## src/rtl/mixed_radix_time_accumulator_defines.svh

```systemverilog
// Assertion macros for the mixed-radix time accumulator.
`ifndef MIXED_RADIX_TIME_ACCUMULATOR_DEFINES_SVH
`define MIXED_RADIX_TIME_ACCUMULATOR_DEFINES_SVH

`ifndef SYNTHESIS
`define MRTA_ASSERT_IMP(lbl, ante, cons, msg) \
  lbl: assert property (@(posedge clk_i) disable iff (!rst_ni) (ante) |-> (cons)) \
    else $error(msg);
`define MRTA_ASSERT_NXT(lbl, ante, cons, msg) \
  lbl: assert property (@(posedge clk_i) disable iff (!rst_ni) (ante) |=> (cons)) \
    else $error(msg);
`else
`define MRTA_ASSERT_IMP(lbl, ante, cons, msg)
`define MRTA_ASSERT_NXT(lbl, ante, cons, msg)
`endif

`endif

```

## src/rtl/mrta_pkg.sv

```systemverilog
// Types, codes and constants shared by the mixed-radix time accumulator.
`default_nettype none

package mrta_pkg;

  localparam int MILLI_WIDTH_DEF = 10;
  localparam int YEAR_WIDTH_DEF  = 12;

  localparam int MILLI_REG_W = 10;
  localparam int SEC_W       = 6;
  localparam int MIN_W       = 6;
  localparam int HOUR_W      = 5;
  localparam int DAY_W       = 5;
  localparam int MON_W       = 4;
  localparam int YEAR_REG_W  = 12;

  localparam int CFG_IDX_W  = 3;
  localparam int CFG_DATA_W = 12;

  // Fields below the year: milli, second, minute, hour, day, month.
  localparam int NF    = 6;
  localparam int FLD_W = 3;

  localparam logic [MILLI_REG_W-1:0] MILLI_MAX_RST  = 10'd999;
  localparam logic [SEC_W-1:0]       SECOND_MAX_RST = 6'd59;
  localparam logic [MIN_W-1:0]       MINUTE_MAX_RST = 6'd59;
  localparam logic [HOUR_W-1:0]      HOUR_MAX_RST   = 5'd23;
  localparam logic [DAY_W-1:0]       DAY_MAX_RST    = 5'd30;
  localparam logic [MON_W-1:0]       MONTH_MAX_RST  = 4'd11;
  localparam logic [YEAR_REG_W-1:0]  YEAR_MAX_RST   = 12'd4095;

  typedef enum logic [1:0] {
    CMD_ADD   = 2'd0,
    CMD_SUB   = 2'd1,
    CMD_CLEAR = 2'd2,
    CMD_LOAD  = 2'd3
  } cmd_e;

  typedef enum logic [1:0] {
    ST_OK    = 2'd0,
    ST_BADOP = 2'd1,
    ST_RANGE = 2'd2
  } status_e;

  typedef enum logic [CFG_IDX_W-1:0] {
    CFG_MILLI_MAX  = 3'd0,
    CFG_SECOND_MAX = 3'd1,
    CFG_MINUTE_MAX = 3'd2,
    CFG_HOUR_MAX   = 3'd3,
    CFG_DAY_MAX    = 3'd4,
    CFG_MONTH_MAX  = 3'd5,
    CFG_YEAR_MAX   = 3'd6
  } cfg_idx_e;

endpackage

`default_nettype wire

```

## src/rtl/mrta_div.sv

```systemverilog
// Restoring divider, one quotient bit per cycle, for carries out of oversized fields.
`default_nettype none

module mrta_div
  import mrta_pkg::*;
#(
  parameter int DIVIDEND_W = MILLI_WIDTH_DEF + 2,
  parameter int DIVISOR_W  = MILLI_WIDTH_DEF + 1
) (
  input  wire logic                  clk_i,
  input  wire logic                  rst_ni,
  input  wire logic                  start_i,
  input  wire logic [DIVIDEND_W-1:0] dividend_i,
  input  wire logic [DIVISOR_W-1:0]  divisor_i,
  output logic                       done_o,
  output logic [DIVIDEND_W-1:0]      quot_o,
  output logic [DIVISOR_W-1:0]       rem_o
);

  localparam int CNT_W = $clog2(DIVIDEND_W);

  logic                  busy_q;
  logic                  done_q;
  logic [CNT_W-1:0]      cnt_q;
  logic [DIVIDEND_W-1:0] quo_q;
  logic [DIVISOR_W-1:0]  rem_q;
  logic [DIVISOR_W-1:0]  dvs_q;
  logic [DIVISOR_W:0]    trial;
  logic                  ge;

  assign trial = {rem_q, quo_q[DIVIDEND_W-1]};
  assign ge    = (trial >= {1'b0, dvs_q});

  always_ff @(posedge clk_i or negedge rst_ni) begin
    if (!rst_ni) begin
      busy_q <= 1'b0;
      done_q <= 1'b0;
      cnt_q  <= '0;
    end else begin
      done_q <= 1'b0;
      if (start_i) begin
        busy_q <= 1'b1;
        cnt_q  <= '0;
      end else if (busy_q) begin
        cnt_q <= cnt_q + 1'b1;
        if (cnt_q == CNT_W'(DIVIDEND_W - 1)) begin
          busy_q <= 1'b0;
          done_q <= 1'b1;
        end
      end
    end
  end

  always_ff @(posedge clk_i) begin
    if (start_i) begin
      quo_q <= dividend_i;
      rem_q <= '0;
      dvs_q <= divisor_i;
    end else if (busy_q) begin
      quo_q <= {quo_q[DIVIDEND_W-2:0], ge};
      rem_q <= ge ? DIVISOR_W'(trial - {1'b0, dvs_q}) : trial[DIVISOR_W-1:0];
    end
  end

  assign done_o = done_q;
  assign quot_o = quo_q;
  assign rem_o  = rem_q;

endmodule

`default_nettype wire

```

## src/rtl/mixed_radix_time_accumulator.sv

```systemverilog
// Top level of the mixed-radix time accumulator: command stage, carry logic and result.
//
//   Channel  Direction  Handshake                  Payload
//   in       input      in_valid_i / in_ready_o    cmd_i, op_year_i .. op_milli_i
//   out      output     out_valid_o / out_ready_i  status_o, res_year_o .. res_milli_o, is_zero_o
//   cfg      input      cfg_valid_i / cfg_ready_o  cfg_index_i, cfg_data_i
//
// A command is registered on transfer and its result is registered when it commits; one command
// is taken per cycle while every accumulator field is within its maximum and the output is free.
// An add while some field is above its maximum uses the restoring divider for each of the
// six lower fields in turn, carrying each quotient into the next field.
// The accumulator doubles as the result register and only changes when a result is issued,
// so a stalled output holds it. Reset clears the accumulator and restores the maxima.
`default_nettype none

`include "mixed_radix_time_accumulator_defines.svh"

module mixed_radix_time_accumulator
  import mrta_pkg::*;
#(
  parameter int YEAR_WIDTH  = YEAR_WIDTH_DEF,
  parameter int MILLI_WIDTH = MILLI_WIDTH_DEF
) (
  input  wire logic                   clk_i,
  input  wire logic                   rst_ni,
  input  wire logic                   in_valid_i,
  output logic                        in_ready_o,
  input  wire logic [1:0]             cmd_i,
  input  wire logic [YEAR_WIDTH-1:0]  op_year_i,
  input  wire logic [MON_W-1:0]       op_month_i,
  input  wire logic [DAY_W-1:0]       op_day_i,
  input  wire logic [HOUR_W-1:0]      op_hour_i,
  input  wire logic [MIN_W-1:0]       op_minute_i,
  input  wire logic [SEC_W-1:0]       op_second_i,
  input  wire logic [MILLI_WIDTH-1:0] op_milli_i,
  output logic                        out_valid_o,
  input  wire logic                   out_ready_i,
  output logic [1:0]                  status_o,
  output logic [YEAR_WIDTH-1:0]       res_year_o,
  output logic [MON_W-1:0]            res_month_o,
  output logic [DAY_W-1:0]            res_day_o,
  output logic [HOUR_W-1:0]           res_hour_o,
  output logic [MIN_W-1:0]            res_minute_o,
  output logic [SEC_W-1:0]            res_second_o,
  output logic [MILLI_WIDTH-1:0]      res_milli_o,
  output logic                        is_zero_o,
  input  wire logic                   cfg_valid_i,
  output logic                        cfg_ready_o,
  input  wire logic [CFG_IDX_W-1:0]   cfg_index_i,
  input  wire logic [CFG_DATA_W-1:0]  cfg_data_i
);

  localparam int FW  = MILLI_WIDTH;
  localparam int SW  = MILLI_WIDTH + 2;
  localparam int DW  = MILLI_WIDTH + 1;
  localparam int YLW = (YEAR_WIDTH > YEAR_REG_W) ? YEAR_WIDTH : YEAR_REG_W;
  localparam int YSW = ((YEAR_WIDTH > SW) ? YEAR_WIDTH : SW) + 1;
  localparam logic [FLD_W-1:0] LAST_FLD = FLD_W'(NF - 1);

  localparam logic [1:0] SEQ_IDLE = 2'd0;
  localparam logic [1:0] SEQ_LOAD = 2'd1;
  localparam logic [1:0] SEQ_WAIT = 2'd2;
  localparam logic [1:0] SEQ_DONE = 2'd3;

  // Maxima
  logic [MILLI_REG_W-1:0] milli_max_q;
  logic [SEC_W-1:0]       second_max_q;
  logic [MIN_W-1:0]       minute_max_q;
  logic [HOUR_W-1:0]      hour_max_q;
  logic [DAY_W-1:0]       day_max_q;
  logic [MON_W-1:0]       month_max_q;
  logic [YEAR_REG_W-1:0]  year_max_q;

  // Accumulator
  logic [YEAR_WIDTH-1:0]  acc_year_q;
  logic [MON_W-1:0]       acc_month_q;
  logic [DAY_W-1:0]       acc_day_q;
  logic [HOUR_W-1:0]      acc_hour_q;
  logic [MIN_W-1:0]       acc_minute_q;
  logic [SEC_W-1:0]       acc_second_q;
  logic [MILLI_WIDTH-1:0] acc_milli_q;

  // Command stage
  logic                   s1_valid_q;
  cmd_e                   s1_cmd_q;
  logic [YEAR_WIDTH-1:0]  s1_year_q;
  logic [MON_W-1:0]       s1_month_q;
  logic [DAY_W-1:0]       s1_day_q;
  logic [HOUR_W-1:0]      s1_hour_q;
  logic [MIN_W-1:0]       s1_minute_q;
  logic [SEC_W-1:0]       s1_second_q;
  logic [MILLI_WIDTH-1:0] s1_milli_q;

  logic                   out_valid_q;
  status_e                status_q;
  status_e                status_d;

  logic [FW-1:0]          acc_a [NF];
  logic [FW-1:0]          op_a  [NF];
  logic [FW-1:0]          mx_a  [NF];
  logic [FW-1:0]          add_a [NF];
  logic [FW-1:0]          sub_a [NF];
  logic [FW-1:0]          nacc_a [NF];
  logic [FW-1:0]          nxt_q [NF];
  logic [YEAR_WIDTH-1:0]  nacc_year;

  logic [YLW-1:0]         ymax_w;
  logic [YLW-1:0]         ymask_w;
  logic [YEAR_WIDTH-1:0]  ylim;

  logic                   bad_op;
  logic                   above_max;
  logic                   slow_needed;
  logic                   out_free;
  logic                   commit;

  logic [YEAR_WIDTH:0]    add_year;
  logic                   add_ovf;
  logic                   sub_unf;
  logic [YEAR_WIDTH-1:0]  sub_year;
  logic [YSW-1:0]         slow_year;
  logic                   slow_ovf;

  logic [1:0]             seq_q;
  logic [FLD_W-1:0]       fld_q;
  logic [SW-1:0]          carry_q;
  logic                   div_start;
  logic                   div_done;
  logic [SW-1:0]          div_quot;
  logic [DW-1:0]          div_rem;
  logic [SW-1:0]          div_dividend;
  logic [DW-1:0]          div_divisor;

  assign acc_a[0] = acc_milli_q;
  assign acc_a[1] = FW'(acc_second_q);
  assign acc_a[2] = FW'(acc_minute_q);
  assign acc_a[3] = FW'(acc_hour_q);
  assign acc_a[4] = FW'(acc_day_q);
  assign acc_a[5] = FW'(acc_month_q);

  assign op_a[0] = s1_milli_q;
  assign op_a[1] = FW'(s1_second_q);
  assign op_a[2] = FW'(s1_minute_q);
  assign op_a[3] = FW'(s1_hour_q);
  assign op_a[4] = FW'(s1_day_q);
  assign op_a[5] = FW'(s1_month_q);

  assign mx_a[0] = FW'(milli_max_q);
  assign mx_a[1] = FW'(second_max_q);
  assign mx_a[2] = FW'(minute_max_q);
  assign mx_a[3] = FW'(hour_max_q);
  assign mx_a[4] = FW'(day_max_q);
  assign mx_a[5] = FW'(month_max_q);

  assign ymax_w  = YLW'(year_max_q);
  assign ymask_w = YLW'({YEAR_WIDTH{1'b1}});
  assign ylim    = (ymax_w > ymask_w) ? YEAR_WIDTH'(ymask_w) : YEAR_WIDTH'(ymax_w);

  always_comb begin
    bad_op    = (s1_year_q > ylim);
    above_max = 1'b0;
    for (int i = 0; i < NF; i++) begin
      if (op_a[i] > mx_a[i]) bad_op = 1'b1;
      if (acc_a[i] > mx_a[i]) above_max = 1'b1;
    end
  end

  assign slow_needed = s1_valid_q && (s1_cmd_q == CMD_ADD) && !bad_op && above_max;
  assign out_free    = !out_valid_q || out_ready_i;
  assign commit      = s1_valid_q && out_free && (!slow_needed || (seq_q == SEQ_DONE));
  assign in_ready_o  = !s1_valid_q || commit;
  assign cfg_ready_o = 1'b1;

  // Carry chain for add, valid when no field sits above its maximum.
  always_comb begin
    logic          c;
    logic [FW:0]   s;
    logic [FW:0]   r;
    c = 1'b0;
    for (int i = 0; i < NF; i++) begin
      s = (FW+1)'(acc_a[i]) + (FW+1)'(op_a[i]) + (FW+1)'(c);
      r = (FW+1)'(mx_a[i]) + 1'b1;
      if (s >= r) begin
        add_a[i] = FW'(s - r);
        c        = 1'b1;
      end else begin
        add_a[i] = FW'(s);
        c        = 1'b0;
      end
    end
    add_year = (YEAR_WIDTH+1)'(acc_year_q) + (YEAR_WIDTH+1)'(s1_year_q)
             + (YEAR_WIDTH+1)'(c);
    add_ovf  = (add_year > (YEAR_WIDTH+1)'(ylim));
  end

  // Borrow chain for subtract.
  always_comb begin
    logic            b;
    logic [FW:0]     need;
    logic [FW+1:0]   wrap;
    logic [YEAR_WIDTH:0] yneed;
    b = 1'b0;
    for (int i = 0; i < NF; i++) begin
      need = (FW+1)'(op_a[i]) + (FW+1)'(b);
      wrap = (FW+2)'(acc_a[i]) + (FW+2)'(mx_a[i]) + 1'b1 - (FW+2)'(need);
      if ((FW+1)'(acc_a[i]) < need) begin
        sub_a[i] = FW'(wrap);
        b        = 1'b1;
      end else begin
        sub_a[i] = FW'((FW+1)'(acc_a[i]) - need);
        b        = 1'b0;
      end
    end
    yneed    = (YEAR_WIDTH+1)'(s1_year_q) + (YEAR_WIDTH+1)'(b);
    sub_unf  = ((YEAR_WIDTH+1)'(acc_year_q) < yneed);
    sub_year = YEAR_WIDTH'((YEAR_WIDTH+1)'(acc_year_q) - yneed);
  end

  assign slow_year = YSW'(acc_year_q) + YSW'(s1_year_q) + YSW'(carry_q);
  assign slow_ovf  = (slow_year > YSW'(ylim));

  always_comb begin
    status_d  = ST_OK;
    nacc_a    = acc_a;
    nacc_year = acc_year_q;
    case (s1_cmd_q)
      CMD_CLEAR: begin
        for (int i = 0; i < NF; i++) nacc_a[i] = '0;
        nacc_year = '0;
      end
      CMD_LOAD: begin
        if (bad_op) begin
          status_d = ST_BADOP;
        end else begin
          nacc_a    = op_a;
          nacc_year = s1_year_q;
        end
      end
      CMD_ADD: begin
        if (bad_op) begin
          status_d = ST_BADOP;
        end else if (above_max) begin
          if (slow_ovf) begin
            status_d = ST_RANGE;
          end else begin
            nacc_a    = nxt_q;
            nacc_year = YEAR_WIDTH'(slow_year);
          end
        end else if (add_ovf) begin
          status_d = ST_RANGE;
        end else begin
          nacc_a    = add_a;
          nacc_year = YEAR_WIDTH'(add_year);
        end
      end
      CMD_SUB: begin
        if (bad_op) begin
          status_d = ST_BADOP;
        end else if (sub_unf) begin
          status_d = ST_RANGE;
        end else begin
          nacc_a    = sub_a;
          nacc_year = sub_year;
        end
      end
      default: begin
        status_d = ST_OK;
      end
    endcase
  end

  always_ff @(posedge clk_i or negedge rst_ni) begin
    if (!rst_ni) begin
      milli_max_q  <= MILLI_MAX_RST;
      second_max_q <= SECOND_MAX_RST;
      minute_max_q <= MINUTE_MAX_RST;
      hour_max_q   <= HOUR_MAX_RST;
      day_max_q    <= DAY_MAX_RST;
      month_max_q  <= MONTH_MAX_RST;
      year_max_q   <= YEAR_MAX_RST;
    end else if (cfg_valid_i) begin
      case (cfg_index_i)
        CFG_MILLI_MAX:  milli_max_q  <= cfg_data_i[MILLI_REG_W-1:0];
        CFG_SECOND_MAX: second_max_q <= cfg_data_i[SEC_W-1:0];
        CFG_MINUTE_MAX: minute_max_q <= cfg_data_i[MIN_W-1:0];
        CFG_HOUR_MAX:   hour_max_q   <= cfg_data_i[HOUR_W-1:0];
        CFG_DAY_MAX:    day_max_q    <= cfg_data_i[DAY_W-1:0];
        CFG_MONTH_MAX:  month_max_q  <= cfg_data_i[MON_W-1:0];
        CFG_YEAR_MAX:   year_max_q   <= cfg_data_i[YEAR_REG_W-1:0];
        default: begin
        end
      endcase
    end
  end

  always_ff @(posedge clk_i or negedge rst_ni) begin
    if (!rst_ni) begin
      s1_valid_q   <= 1'b0;
      out_valid_q  <= 1'b0;
      status_q     <= ST_OK;
      acc_year_q   <= '0;
      acc_month_q  <= '0;
      acc_day_q    <= '0;
      acc_hour_q   <= '0;
      acc_minute_q <= '0;
      acc_second_q <= '0;
      acc_milli_q  <= '0;
    end else begin
      if (in_valid_i && in_ready_o) begin
        s1_valid_q <= 1'b1;
      end else if (commit) begin
        s1_valid_q <= 1'b0;
      end
      if (commit) begin
        out_valid_q  <= 1'b1;
        status_q     <= status_d;
        acc_milli_q  <= nacc_a[0];
        acc_second_q <= nacc_a[1][SEC_W-1:0];
        acc_minute_q <= nacc_a[2][MIN_W-1:0];
        acc_hour_q   <= nacc_a[3][HOUR_W-1:0];
        acc_day_q    <= nacc_a[4][DAY_W-1:0];
        acc_month_q  <= nacc_a[5][MON_W-1:0];
        acc_year_q   <= nacc_year;
      end else if (out_ready_i) begin
        out_valid_q <= 1'b0;
      end
    end
  end

  always_ff @(posedge clk_i) begin
    if (in_valid_i && in_ready_o) begin
      s1_cmd_q    <= cmd_e'(cmd_i);
      s1_year_q   <= op_year_i;
      s1_month_q  <= op_month_i;
      s1_day_q    <= op_day_i;
      s1_hour_q   <= op_hour_i;
      s1_minute_q <= op_minute_i;
      s1_second_q <= op_second_i;
      s1_milli_q  <= op_milli_i;
    end
  end

  // Long-division sequence over the six lower fields.
  assign div_start    = (seq_q == SEQ_LOAD);
  assign div_dividend = SW'(acc_a[fld_q]) + SW'(op_a[fld_q]) + carry_q;
  assign div_divisor  = DW'(mx_a[fld_q]) + 1'b1;

  always_ff @(posedge clk_i or negedge rst_ni) begin
    if (!rst_ni) begin
      seq_q   <= SEQ_IDLE;
      fld_q   <= '0;
      carry_q <= '0;
    end else begin
      case (seq_q)
        SEQ_IDLE: begin
          if (slow_needed) begin
            fld_q   <= '0;
            carry_q <= '0;
            seq_q   <= SEQ_LOAD;
          end
        end
        SEQ_LOAD: begin
          seq_q <= SEQ_WAIT;
        end
        SEQ_WAIT: begin
          if (div_done) begin
            carry_q <= div_quot;
            if (fld_q == LAST_FLD) begin
              seq_q <= SEQ_DONE;
            end else begin
              fld_q <= fld_q + 1'b1;
              seq_q <= SEQ_LOAD;
            end
          end
        end
        SEQ_DONE: begin
          if (commit) seq_q <= SEQ_IDLE;
        end
        default: begin
          seq_q <= SEQ_IDLE;
        end
      endcase
    end
  end

  always_ff @(posedge clk_i) begin
    if ((seq_q == SEQ_WAIT) && div_done) begin
      nxt_q[fld_q] <= FW'(div_rem);
    end
  end

  mrta_div #(
    .DIVIDEND_W (SW),
    .DIVISOR_W  (DW)
  ) u_div (
    .clk_i      (clk_i),
    .rst_ni     (rst_ni),
    .start_i    (div_start),
    .dividend_i (div_dividend),
    .divisor_i  (div_divisor),
    .done_o     (div_done),
    .quot_o     (div_quot),
    .rem_o      (div_rem)
  );

  assign out_valid_o  = out_valid_q;
  assign status_o     = status_q;
  assign res_year_o   = acc_year_q;
  assign res_month_o  = acc_month_q;
  assign res_day_o    = acc_day_q;
  assign res_hour_o   = acc_hour_q;
  assign res_minute_o = acc_minute_q;
  assign res_second_o = acc_second_q;
  assign res_milli_o  = acc_milli_q;
  assign is_zero_o    = ~|{acc_year_q, acc_month_q, acc_day_q, acc_hour_q,
                           acc_minute_q, acc_second_q, acc_milli_q};

  `MRTA_ASSERT_IMP(a_seq_only_for_add, seq_q != SEQ_IDLE,
                   s1_valid_q && (s1_cmd_q == CMD_ADD), "division sequence without an add")
  `MRTA_ASSERT_NXT(a_clear_gives_zero, commit && (s1_cmd_q == CMD_CLEAR),
                   (status_q == ST_OK) && is_zero_o, "clear did not zero the accumulator")
  `MRTA_ASSERT_NXT(a_error_keeps_acc, commit && (status_d != ST_OK),
                   $stable(acc_year_q) && $stable(acc_milli_q) && $stable(acc_month_q),
                   "accumulator changed on an error")

endmodule

`default_nettype wire
```

## config.mk

```make
export PLATFORM = sky130hd
export DESIGN_NAME = mixed_radix_time_accumulator
export DESIGN_NICKNAME = d
export VERILOG_FILES = /design/src/rtl/mrta_pkg.sv /design/src/rtl/mrta_div.sv /design/src/rtl/mixed_radix_time_accumulator.sv
export VERILOG_INCLUDE_DIRS = /design/src /design/src/rtl
export SDC_FILE = /design/constraint.sdc
export NUM_CORES = 1
export LEC_CHECK = 0
export BUFFER_PORTS_ARGS = -buffer_cell sky130_fd_sc_hd__buf_4
export CAP_MARGIN = 20
export CORE_MARGIN = 1.5
export CORE_UTILIZATION = 50
export CTS_CLUSTER_DIAMETER = 150
export DETAILED_ROUTE_END_ITERATION = 8
export GPL_TIMING_DRIVEN = 0
export PLACE_DENSITY = 0.75
export SYNTH_ARGS = -nofsm -noshare
export SYNTH_HDL_FRONTEND = slang
export SYNTH_SLANG_ARGS = --single-unit
```

## constraint.sdc

```tcl
create_clock -name clk_i -period 16.2 [get_ports clk_i]
set_input_delay 1.62 -clock clk_i [delete_from_list [all_inputs] [get_ports clk_i]]
set_output_delay 1.62 -clock clk_i [all_outputs]
set_load 0.05 [all_outputs]
```

---- Word-level counts from Yosys, hierarchy flattened ----
Cells that the tools add are included.
word-level totals
  bits in registers ....................... 267
operators by class
  add/sub/neg operators ................... 63
  order comparisons ....................... 32
  eq/ne operators ......................... 24
  mux-type cells .......................... 100
  bitwise gates (word level) .............. 1
  reductions and logical operators ........ 35
operators with widths
  operator               count
  $mux 60                7
  $pmux 60 s4            1
  $mux 10                19
  $mux 12                12
  $bmux 10 s3            3
  $bwmux 60              1
  $pmux 12 s4            1
  $reduce_or 48->1       1
  $sub 8x7->9            4
  $mux 1                 35
  $sub 7x6->8            4
  $demux 10 s3           1
  $sub 10x10->10         3
  $add 6x1->7            4
  $add 6x1->7 const B    4
  $add 6x6->7            4
  $gt 13x12->1           2
  $add 5x5->6            4
  $gt 6x6->1             4
  $pmux 12 s2            1
  $add 10x1->11 const B  2
  $add 10x10->11         2
  $gt 10x10->1           2
  $gt 5x5->1             4
  other kinds (64)       130

---- Longest topological paths before layout ----
Gate-level depths: netlist of the first run.
  depth in word-level cells ............... 24
  gate-level depth with buffers ........... 93
  mapped depth without buffers ............ 86

---- Cells and area by module ----
A second synthesis of the first run with hierarchy kept.
unflattened totals
  cells, all modules ...................... 2,655
  area, all modules ....................... 24,175.7 um2
by module, submodules not included
  module                        instances  cells an instance  area an instance (um2)  sequential area each (um2)
  mixed_radix_time_accumulator  1          2,451              21,964.8                5,561.6
  mrta_div                      1          204                2,210.9                 1,061.0

---- Worst setup path before layout of the first run ----
Ideal clock, no wire load.
  kind .................................... reg2reg
  start ................................... reg acc_milli_q[2], in the netlist res_milli_o[2]
  end ..................................... reg acc_minute_q[1], in the netlist res_minute_o[1]
  setup time .............................. 0.082 ns
  data arrival time ....................... 16.890 ns
  data required time ...................... 16.118 ns
  path slack .............................. -0.773 ns
  cell stages (with the launch flop) ...... 84
  path buffers ............................ 8
  cells stage by stage .................... dfrtp_1 -> ha_1 -> clkbuf_1 -> o21bai_1 -> a21o_1 -> a21oi_1 -> nor2_1 -> o41ai_1 -> xor2_1 -> ha_1 -> and3_1 -> a221o_1 -> a31oi_1 -> clkbuf_1 -> fa_1 -> inv_1 -> fa_1 -> xor2_1 -> [... 48 more ...] -> a21o_1 -> a21o_1 -> ha_1 -> and3_1 -> nand3_1 -> or2_2 -> xnor2_1 -> ha_1 -> a21o_1 -> a21o_1 -> a21oi_1 -> a21oi_1 -> a21oi_1 -> a31oi_4 -> nand2b_1 -> buf_4 -> buf_6 -> o22ai_1
on the way
  cells in the longest elaborated chain, start to end .. 22
  elaborated cells between the ends (all ways) .. 65
  classes of those cells .................. add/sub (16); order compare (15); eq/ne (3); mux (26); reduce/logical (5)
RTL lines
  what                               line                                 RTL
  from (decl)                        mixed_radix_time_accumulator.sv:81   logic [MILLI_WIDTH-1:0] acc_milli_q;
  from (signal assigned)             mixed_radix_time_accumulator.sv:317  acc_milli_q <= nacc_a[0];
  $add 10x10->11                     mixed_radix_time_accumulator.sv:181  s = (FW+1)'(acc_a[i]) + (FW+1)'(op_a[i]) + (FW+1)'(c);
  $ge 11x11->1                       mixed_radix_time_accumulator.sv:183  if (s >= r) begin
  $mux 1                             mixed_radix_time_accumulator.sv:183
  $add 7x1->8                        mixed_radix_time_accumulator.sv:181
  $ge 8x7->1                         mixed_radix_time_accumulator.sv:183
  $mux 1                             mixed_radix_time_accumulator.sv:183
  $add 7x1->8                        mixed_radix_time_accumulator.sv:181
  $ge 8x7->1                         mixed_radix_time_accumulator.sv:183
  [... 6 more ...]                   -
  $mux 1                             mixed_radix_time_accumulator.sv:183
  $add 5x1->6                        mixed_radix_time_accumulator.sv:181
  $ge 6x5->1                         mixed_radix_time_accumulator.sv:183
  $mux 1                             mixed_radix_time_accumulator.sv:183
  $add 13x1->13                      mixed_radix_time_accumulator.sv:192  + (YEAR_WIDTH+1)'(c);
  $gt 13x12->1                       mixed_radix_time_accumulator.sv:193  add_ovf = (add_year > (YEAR_WIDTH+1)'(ylim));
  $ne 3x3->1 (no source line)        -
  $reduce_and 7->1 (no source line)  -
  to (signal assigned)               mixed_radix_time_accumulator.sv:319  acc_minute_q <= nacc_a[2][MIN_W-1:0];
  to (decl)                          mixed_radix_time_accumulator.sv:79   logic [MIN_W-1:0] acc_minute_q;
Several ways; a longest one is shown, not always the timed one. The select of a mux whose other input is x is not followed.
A chain may end at the register's enable or synchronous reset.

---- Worst setup path in the final report of the first run ----
  start ................................... reg acc_milli_q[4], in the netlist res_milli_o[4]
  end ..................................... reg acc_day_q[1], in the netlist res_day_o[1]
on the way
  cells in the longest elaborated chain, start to end .. 22
  elaborated cells between the ends (all ways) .. 65
  classes of those cells .................. add/sub (16); order compare (15); eq/ne (3); mux (26); reduce/logical (5)
RTL lines
  what                               line                                 RTL
  $add 10x10->11                     mixed_radix_time_accumulator.sv:181
  $ge 11x11->1                       mixed_radix_time_accumulator.sv:183
  $mux 1                             mixed_radix_time_accumulator.sv:183
  $add 7x1->8                        mixed_radix_time_accumulator.sv:181
  $ge 8x7->1                         mixed_radix_time_accumulator.sv:183
  $mux 1                             mixed_radix_time_accumulator.sv:183
  $add 7x1->8                        mixed_radix_time_accumulator.sv:181
  $ge 8x7->1                         mixed_radix_time_accumulator.sv:183
  [... 6 more ...]                   -
  $mux 1                             mixed_radix_time_accumulator.sv:183
  $add 5x1->6                        mixed_radix_time_accumulator.sv:181
  $ge 6x5->1                         mixed_radix_time_accumulator.sv:183
  $mux 1                             mixed_radix_time_accumulator.sv:183
  $add 13x1->13                      mixed_radix_time_accumulator.sv:192
  $gt 13x12->1                       mixed_radix_time_accumulator.sv:193
  $ne 3x3->1 (no source line)        -
  $reduce_and 7->1 (no source line)  -
  to (signal assigned)               mixed_radix_time_accumulator.sv:321  acc_day_q <= nacc_a[4][DAY_W-1:0];
  to (decl)                          mixed_radix_time_accumulator.sv:77   logic [DAY_W-1:0] acc_day_q;
Several ways; a longest one is shown, not always the timed one. The select of a mux whose other input is x is not followed.

==> run summary, run 1 <==
slew at the pin with the worst max-slew slack: 1.214 ns
die area: 50230 um^2
most common cell after layout, fill and taps aside: ha_1
CTS clock-pin slew for the worst setup and hold paths: 0.06 ns
Critical Path Fanout Max: 9
count of final setup violators: 0
Post-DRT Antenna Nets: 0
commonest non-fill, non-tap cells in the layout: 329 x ha_1, 233 x inv_1, 219 x buf_4
Period minus WS final: 16.01 ns
critical path class: reg -> reg
drt total wl: 87.36 mm
clock buffer depth: 3
final hold violations: 0
Slew Viols, Final: 0
DIE WIDTH: 224.1 um
GRT Resource Usage Total: 0.3406
initial core utilization: 0.5098
Worst setup SP type: flop
IR drop worst, VDD: 96.69 uV
CP required: 16.71 ns
I/O pin count: 124
Pwr per Cell Area: 134.5 nW/um^2
CTS tree: built
Die H: 224.1 um
Worst Hold Class: reg -> reg
GP Congestion: 1.019
routed vias/inst: 6.356
hold path depth: 1
most area-consuming cells after synthesis: ha_1 18%, edfxtp_1 13%, dfrtp_1 8.4%, fa_1 5.6%, xnor2_1 4.4%
fin crit share: 0.9886
YS warnings: 0
status: finished clean
maximum operating frequency: 0.06244 GHz
largest net degree at the start of global routing: 72
Post-synth EDFFs: 109
Place WS: -3.014 ns
Syn Area/Cell: 9.266 um^2
cell count after synthesis: 2638
Hold WS: 0.4943 ns
initial antenna violation count: 2
Sink Count: 243
utilization after layout: 0.6096
CTS Hold Bufs: 0
cts bufs inserted: 30
Synth area leader: ha_1
Worst EP arrival: 16.53 ns
Netlist cell types: 89
PortBufs: 122
H-tree levels: 1
CP Capture Type: flop
post-DP HPWL: 65.07 mm
top cell type's share of synthesized area: 0.1751
post-synthesis sequential area ratio: 0.2709
routed via count: 22.49k
Leak: 12.98 nW
share of cells above drive strength 1: 0.2110
drt pass-1 iters: 6
first-pass GRT wire length: 130.2 mm
FF+latch count, synth: 243
Syn-to-layout area delta: 19.56%
number of DRC markers in iteration 0: 1918
top_reg_cell synth: edfxtp_1
Post-Synthesis Net Count: 3118
slowest CP cell: dfrtp_2
Layout Nets: 3375
number of cells on the worst reg-to-reg path: 87
setup TNS: 0 ns
grt total ovfl: 0
Routed wire per std cell: 24.69 um
core area: 47950 um^2
Slew HR: 0.1843
clk_lat worst skew: 0.60 ns
vias in the first global route: 21.93k
skew final: 0.01739 ns
largest stage delay on the critical path: 0.57 ns
final setup margin: 0.1853 ns
Rows: 80
ys async rst share: 0.5062
max cap viols: 0
RSZ-0062 raised after global routing: yes
root buffer cell: clkbuf_16
DRC Markers: 0
Post-Syn Area: 24440 um^2
CP dominant cell by count: a21o_1
## stage by stage
stage,cells,area [um^2],power (W)
floorplan,2638,24460,0.002337
global placement,3375,26150,0.002838
detailed placement,3379,26220,0.002909
CTS,3494,28330,0.003800
global route,3534,29220,0.004159
finish,3538,29230,0.003930
## path summary, 6_finish.rpt
path | start | endpoint | slack (ns)
setup / recovery | res_milli_o[4] | res_day_o[1] | 0.19
hold / removal | u_div.rem_o[10] | u_div.rem_o[10] | 0.49
min in group asynchronous | rst_ni | res_day_o[1] | 1.01
max in group asynchronous | rst_ni | milli_max_q[8] | 14.36
setup reg to reg | res_milli_o[4] | res_day_o[1] | 0.19
hold reg to reg | u_div.rem_o[10] | u_div.rem_o[10] | 0.49
## area by class of cell
type                       count  area [um^2]
antenna                        4        10.01
buffer                        77        514.2
clock buffer                  37        850.8
clock inverter                19        239.0
fill                        4021        18720
inverter                     249        939.7
multi-input combinational   2063        17420
sequential                   243         6633
tap                          615        769.5
timing repair buffer         231         1856
## routing by layer
layer	part of all wire	vias up	wire (um)	track usage
met3	0.091	283	7953	0.06296
li1	-	10115	-	-
met2	0.45	1103	39140	0.5312
met1	0.41	10983	35550	0.4516
met5	0.00016	-	14	0
met4	0.054	2	4695	0.1748
## power by group
group | leakage, nW | switching, W | total, W | internal, W
combinational | 9.83 | 0.00125 | 0.00221 | 0.000961
sequential | 2.62 | 0.000173 | 0.000954 | 0.000781
clock | 0.537 | 0.000309 | 0.000762 | 0.000453
total | 13.0 | 0.00173 | 0.00393 | 0.00219
## worst max-delay path, delay by kind of cell, from the launching register on
family	cells	cell delay, ns
fa+ha+maj	17	5.57
buf+inv	15	1.47
flops	1	0.57
xor+xnor	3	0.36
simple gates	15	1.93
compound gates	37	5.97
## synthesized netlist by cell type (all sizes together) (9+ instances only)
| cell type | count |
|---|---|
| nor2b | 35 |
| nor3b | 12 |
| nand3b | 10 |
| and4 | 9 |
| and2 | 15 |
| nand2 | 212 |
| nor2 | 115 |
| mux2 | 50 |
| nand4 | 29 |
| o21ai | 182 |
| and3 | 22 |
| a21oi | 138 |
| clkbuf | 58 |
| mux2i | 39 |
| nand3 | 83 |
| inv | 248 |
| nor4 | 18 |
| xor2 | 75 |
| a221oi | 40 |
| a21boi | 10 |
| nand2b | 27 |
| o211ai | 11 |
| o31ai | 16 |
| xnor2 | 124 |
| ha | 342 |
| nor3 | 46 |
| a31oi | 25 |
| dfstp | 41 |
| dfxtp | 11 |
| dfrtp | 82 |
| o21a | 27 |
| a21o | 64 |
| o22ai | 56 |
| a22o | 18 |
| edfxtp | 109 |
| a211oi | 25 |
| o21bai | 13 |
| fa | 68 |
| buf | 25 |
## sequential cells by signal (all words and copies together), names as in the netlist, 10 cells and up
name / flops
nxt_q: 36
carry_q: 12
res_year_o: 12
s1_year_q: 12
u_div.quot_o: 12
year_max_q: 12
u_div.dvs_q: 11
u_div.rem_o: 11
milli_max_q: 10
res_milli_o: 10
s1_milli_q: 10
## cell families after synthesis
kind of cell	synth area share
DFF	0.2709
xor gates and xnor gates	0.07161
other	0.0001534
AOI/OAI and AO/OA	0.1901
muxes	0.04637
buffers and inverters	0.05395
and+or+nand+nor	0.1362
adders and majority gates	0.2307
## what timing repair did
| action | 4_1_cts | 5_1_grt |
|---|---|---|
| resized for setup | 126 | 116 |
| buffers inserted | 62 | 40 |
| endpoints found under the setup margin | 49 | 49 |
| pin swaps | 65 | 104 |
| gates cloned | 1 | 2 |
Power figures use the tool's default switching activity.
==> inputs of run 2 (changes only) <==
Settings changed: CORE_UTILIZATION 50 to 45, PLACE_DENSITY 0.75 to 0.69.
==> run 2 against run 1 <==
- maximum frequency increased by 1.1%
- critical path depth is 5 lower
- design area is 1.2% lower
- setup slack better by 0.17 ns
- critical path type unchanged
- critical endpoint is now res_milli_o[9]
==> run summary, run 2 (synthesized netlist as in run 1, its figures left out) <==
status: finished clean
largest stage delay on the critical path: 0.47 ns (-0.10 ns)
vias in the first global route: 21.76k (-0.77%)
GRT Resource Usage Total: 0.3074 (-0.03318)
Routed wire per std cell: 24.44 um (-1.0%)
I/O pin count: 124 (unchanged)
core area: 53710 um^2 (+12%)
Worst setup SP type: flop
cts bufs inserted: 30 (unchanged)
drt pass-1 iters: 6 (unchanged)
Worst EP arrival: 16.35 ns (-0.18 ns)
slew at the pin with the worst max-slew slack: 1.107 ns (-0.1077 ns)
setup TNS: 0 ns (unchanged)
DRC Markers: 0 (unchanged)
die area: 55730 um^2 (+11%)
GP Congestion: 0.9905 (-2.8%)
IR drop worst, VDD: 97.56 uV (+0.89%)
Sink Count: 243 (unchanged)
initial core utilization: 0.4551 (-0.05470)
HP Start: u_div.rem_o[10]
Slew HR: 0.2621 (+0.07785)
routed via count: 22.30k (-0.85%)
Post-DRT Antenna Nets: 0 (unchanged)
hold path depth: 1 (unchanged)
share of cells above drive strength 1: 0.1971 (-0.01392)
DIE WIDTH: 236.1 um (+5.3%)
Period minus WS final: 15.85 ns (-0.1669 ns)
number of cells on the worst reg-to-reg path: 82 (-5.7%)
utilization after layout: 0.5375 (-0.07206)
max reg flops: 36 (unchanged)
grt total ovfl: 0 (unchanged)
Layout Nets: 3368 (-0.21%)
post-DP HPWL: 66.36 mm (+2.0%)
number of DRC markers in iteration 0: 2109 (+10%)
Die H: 236.1 um (+5.3%)
final hold violations: 0 (unchanged)
count of final setup violators: 0 (unchanged)
Slew Viols, Final: 0 (unchanged)
CP required: 16.70 ns (about the same)
critical path class: reg -> reg
first-pass GRT wire length: 131.4 mm (+0.96%)
Critical Path Fanout Max: 7 (-2)
RR Startpoint: res_milli_o[1]
CTS clock-pin slew for the worst setup and hold paths: 0.06 ns (about the same)
skew final: 0.01450 ns (-0.002896 ns)
Critical Path End: res_milli_o[9]
fin crit share: 0.9783 (-0.01030)
slowest CP cell: fa_2
routed vias/inst: 6.178 (-2.8%)
Leak: 12.76 nW (-1.7%)
Pwr per Cell Area: 134.1 nW/um^2 (-0.26%)
largest net degree at the start of global routing: 74 (+2.8%)
Rows: 85 (+6.3%)
root buffer cell: clkbuf_16
Syn-to-layout area delta: 18.10%
initial antenna violation count: 2 (unchanged)
H-tree levels: 1 (unchanged)
max cap viols: 0 (unchanged)
register name with the most flops: nxt_q
CTS tree: built
clk_lat worst skew: 0.59 ns (about the same)
maximum operating frequency: 0.06310 GHz (+1.1%)
PortBufs: 122 (unchanged)
RSZ-0062 raised after global routing: yes
CP startpoint: res_milli_o[1]
Worst R2R End: res_milli_o[9]
reg2reg setup slack: 0.35 ns (+0.17 ns)
commonest non-fill, non-tap cells in the layout: 323 x ha_1, 236 x inv_1, 218 x buf_4
Worst Hold Class: reg -> reg
CP Capture Type: flop
Hold WS: 0.4958 ns (+0.001527 ns)
most common cell after layout, fill and taps aside: ha_1
drt total wl: 88.19 mm (+0.96%)
clock buffer depth: 3 (unchanged)
[run 2: cell types whose count changed in the layout (fill, tap and decap cells not counted), moves of 4 or more]
cell	delta
ha_1	-6
xnor2_1	+4
a221oi_2	-4
a221oi_1	+4
o22ai_2	-24
xnor2_2	-4
bufinv_16	-4
o22ai_1	+25
ha_2	+4
[run 2: timing repair]
action,4_1_cts,5_1_grt
pin swaps,59,71
cloned,2,1
gates resized for setup,96,93
hold buffers,0,0
endpoints found under the setup margin,49,49
buffers inserted,56,43
[run 2: how the worst min path moves through the flow]
| stage | to |
|---|---|
| finish | u_div.rem_o[10] |
| global route | nxt_q[56] |
| CTS | u_div.rem_o[10] |
| detailed placement | u_div.rem_o[10] |
| global placement | u_div.rem_o[10] |
| floorplan | nxt_q[59] |
[run 2: report_power, final]
part           total, W  switching, W  internal (W)  leakage [nW]
sequential     0.000954      0.000173      0.000781          2.61
clock          0.000708      0.000299      0.000409         0.514
combinational   0.00221       0.00125      0.000958          9.63
total           0.00387       0.00172       0.00215          12.8
[run 2: cell type report]
cell class / count / area (um^2)
timing repair buffer: 226 / 1785
tap: 696 / 870.8
buffer: 75 / 435.4
multi-input combinational: 2063 / 17180
fill: 4801 / 24840
inverter: 249 / 937.1
clock inverter: 14 / 108.9
sequential: 243 / 6639
antenna: 1 / 2.502
clock buffer: 42 / 910.9
[run 2: worst max-delay path: cells and delay by family (launching register included)]
family	cells	cell delay [ns]
AOI/OAI and AO/OA	33	5.88
xor gates and xnor gates	4	0.75
adders and majority gates	18	5.42
buffers and inverters	16	1.47
DFF	1	0.38
and+or+nand+nor	11	1.79
[run 2: routing by layer]
layer	GRT usage	wire length, um
met1	0.4117	36690
met3	0.04985	7765
met2	0.4896	39450
met4	0.1347	4281
met5	0	0
[run 2: metrics by stage]
stage / power [W] / area, um^2 / setup WS (ns) / instances
5_1_grt: 0.004111 / 28870 / -0.3202 / 3608
4_1_cts: 0.003746 / 28200 / 0.001265 / 3571
2_1_floorplan: 0.002337 / 24460 / 0.02942 / 2638
6_report: 0.003871 / 28870 / 0.3522 / 3609
3_3_place_gp: 0.002845 / 26250 / -2.505 / 3456
3_5_place_dp: 0.002915 / 26320 / -2.798 / 3460
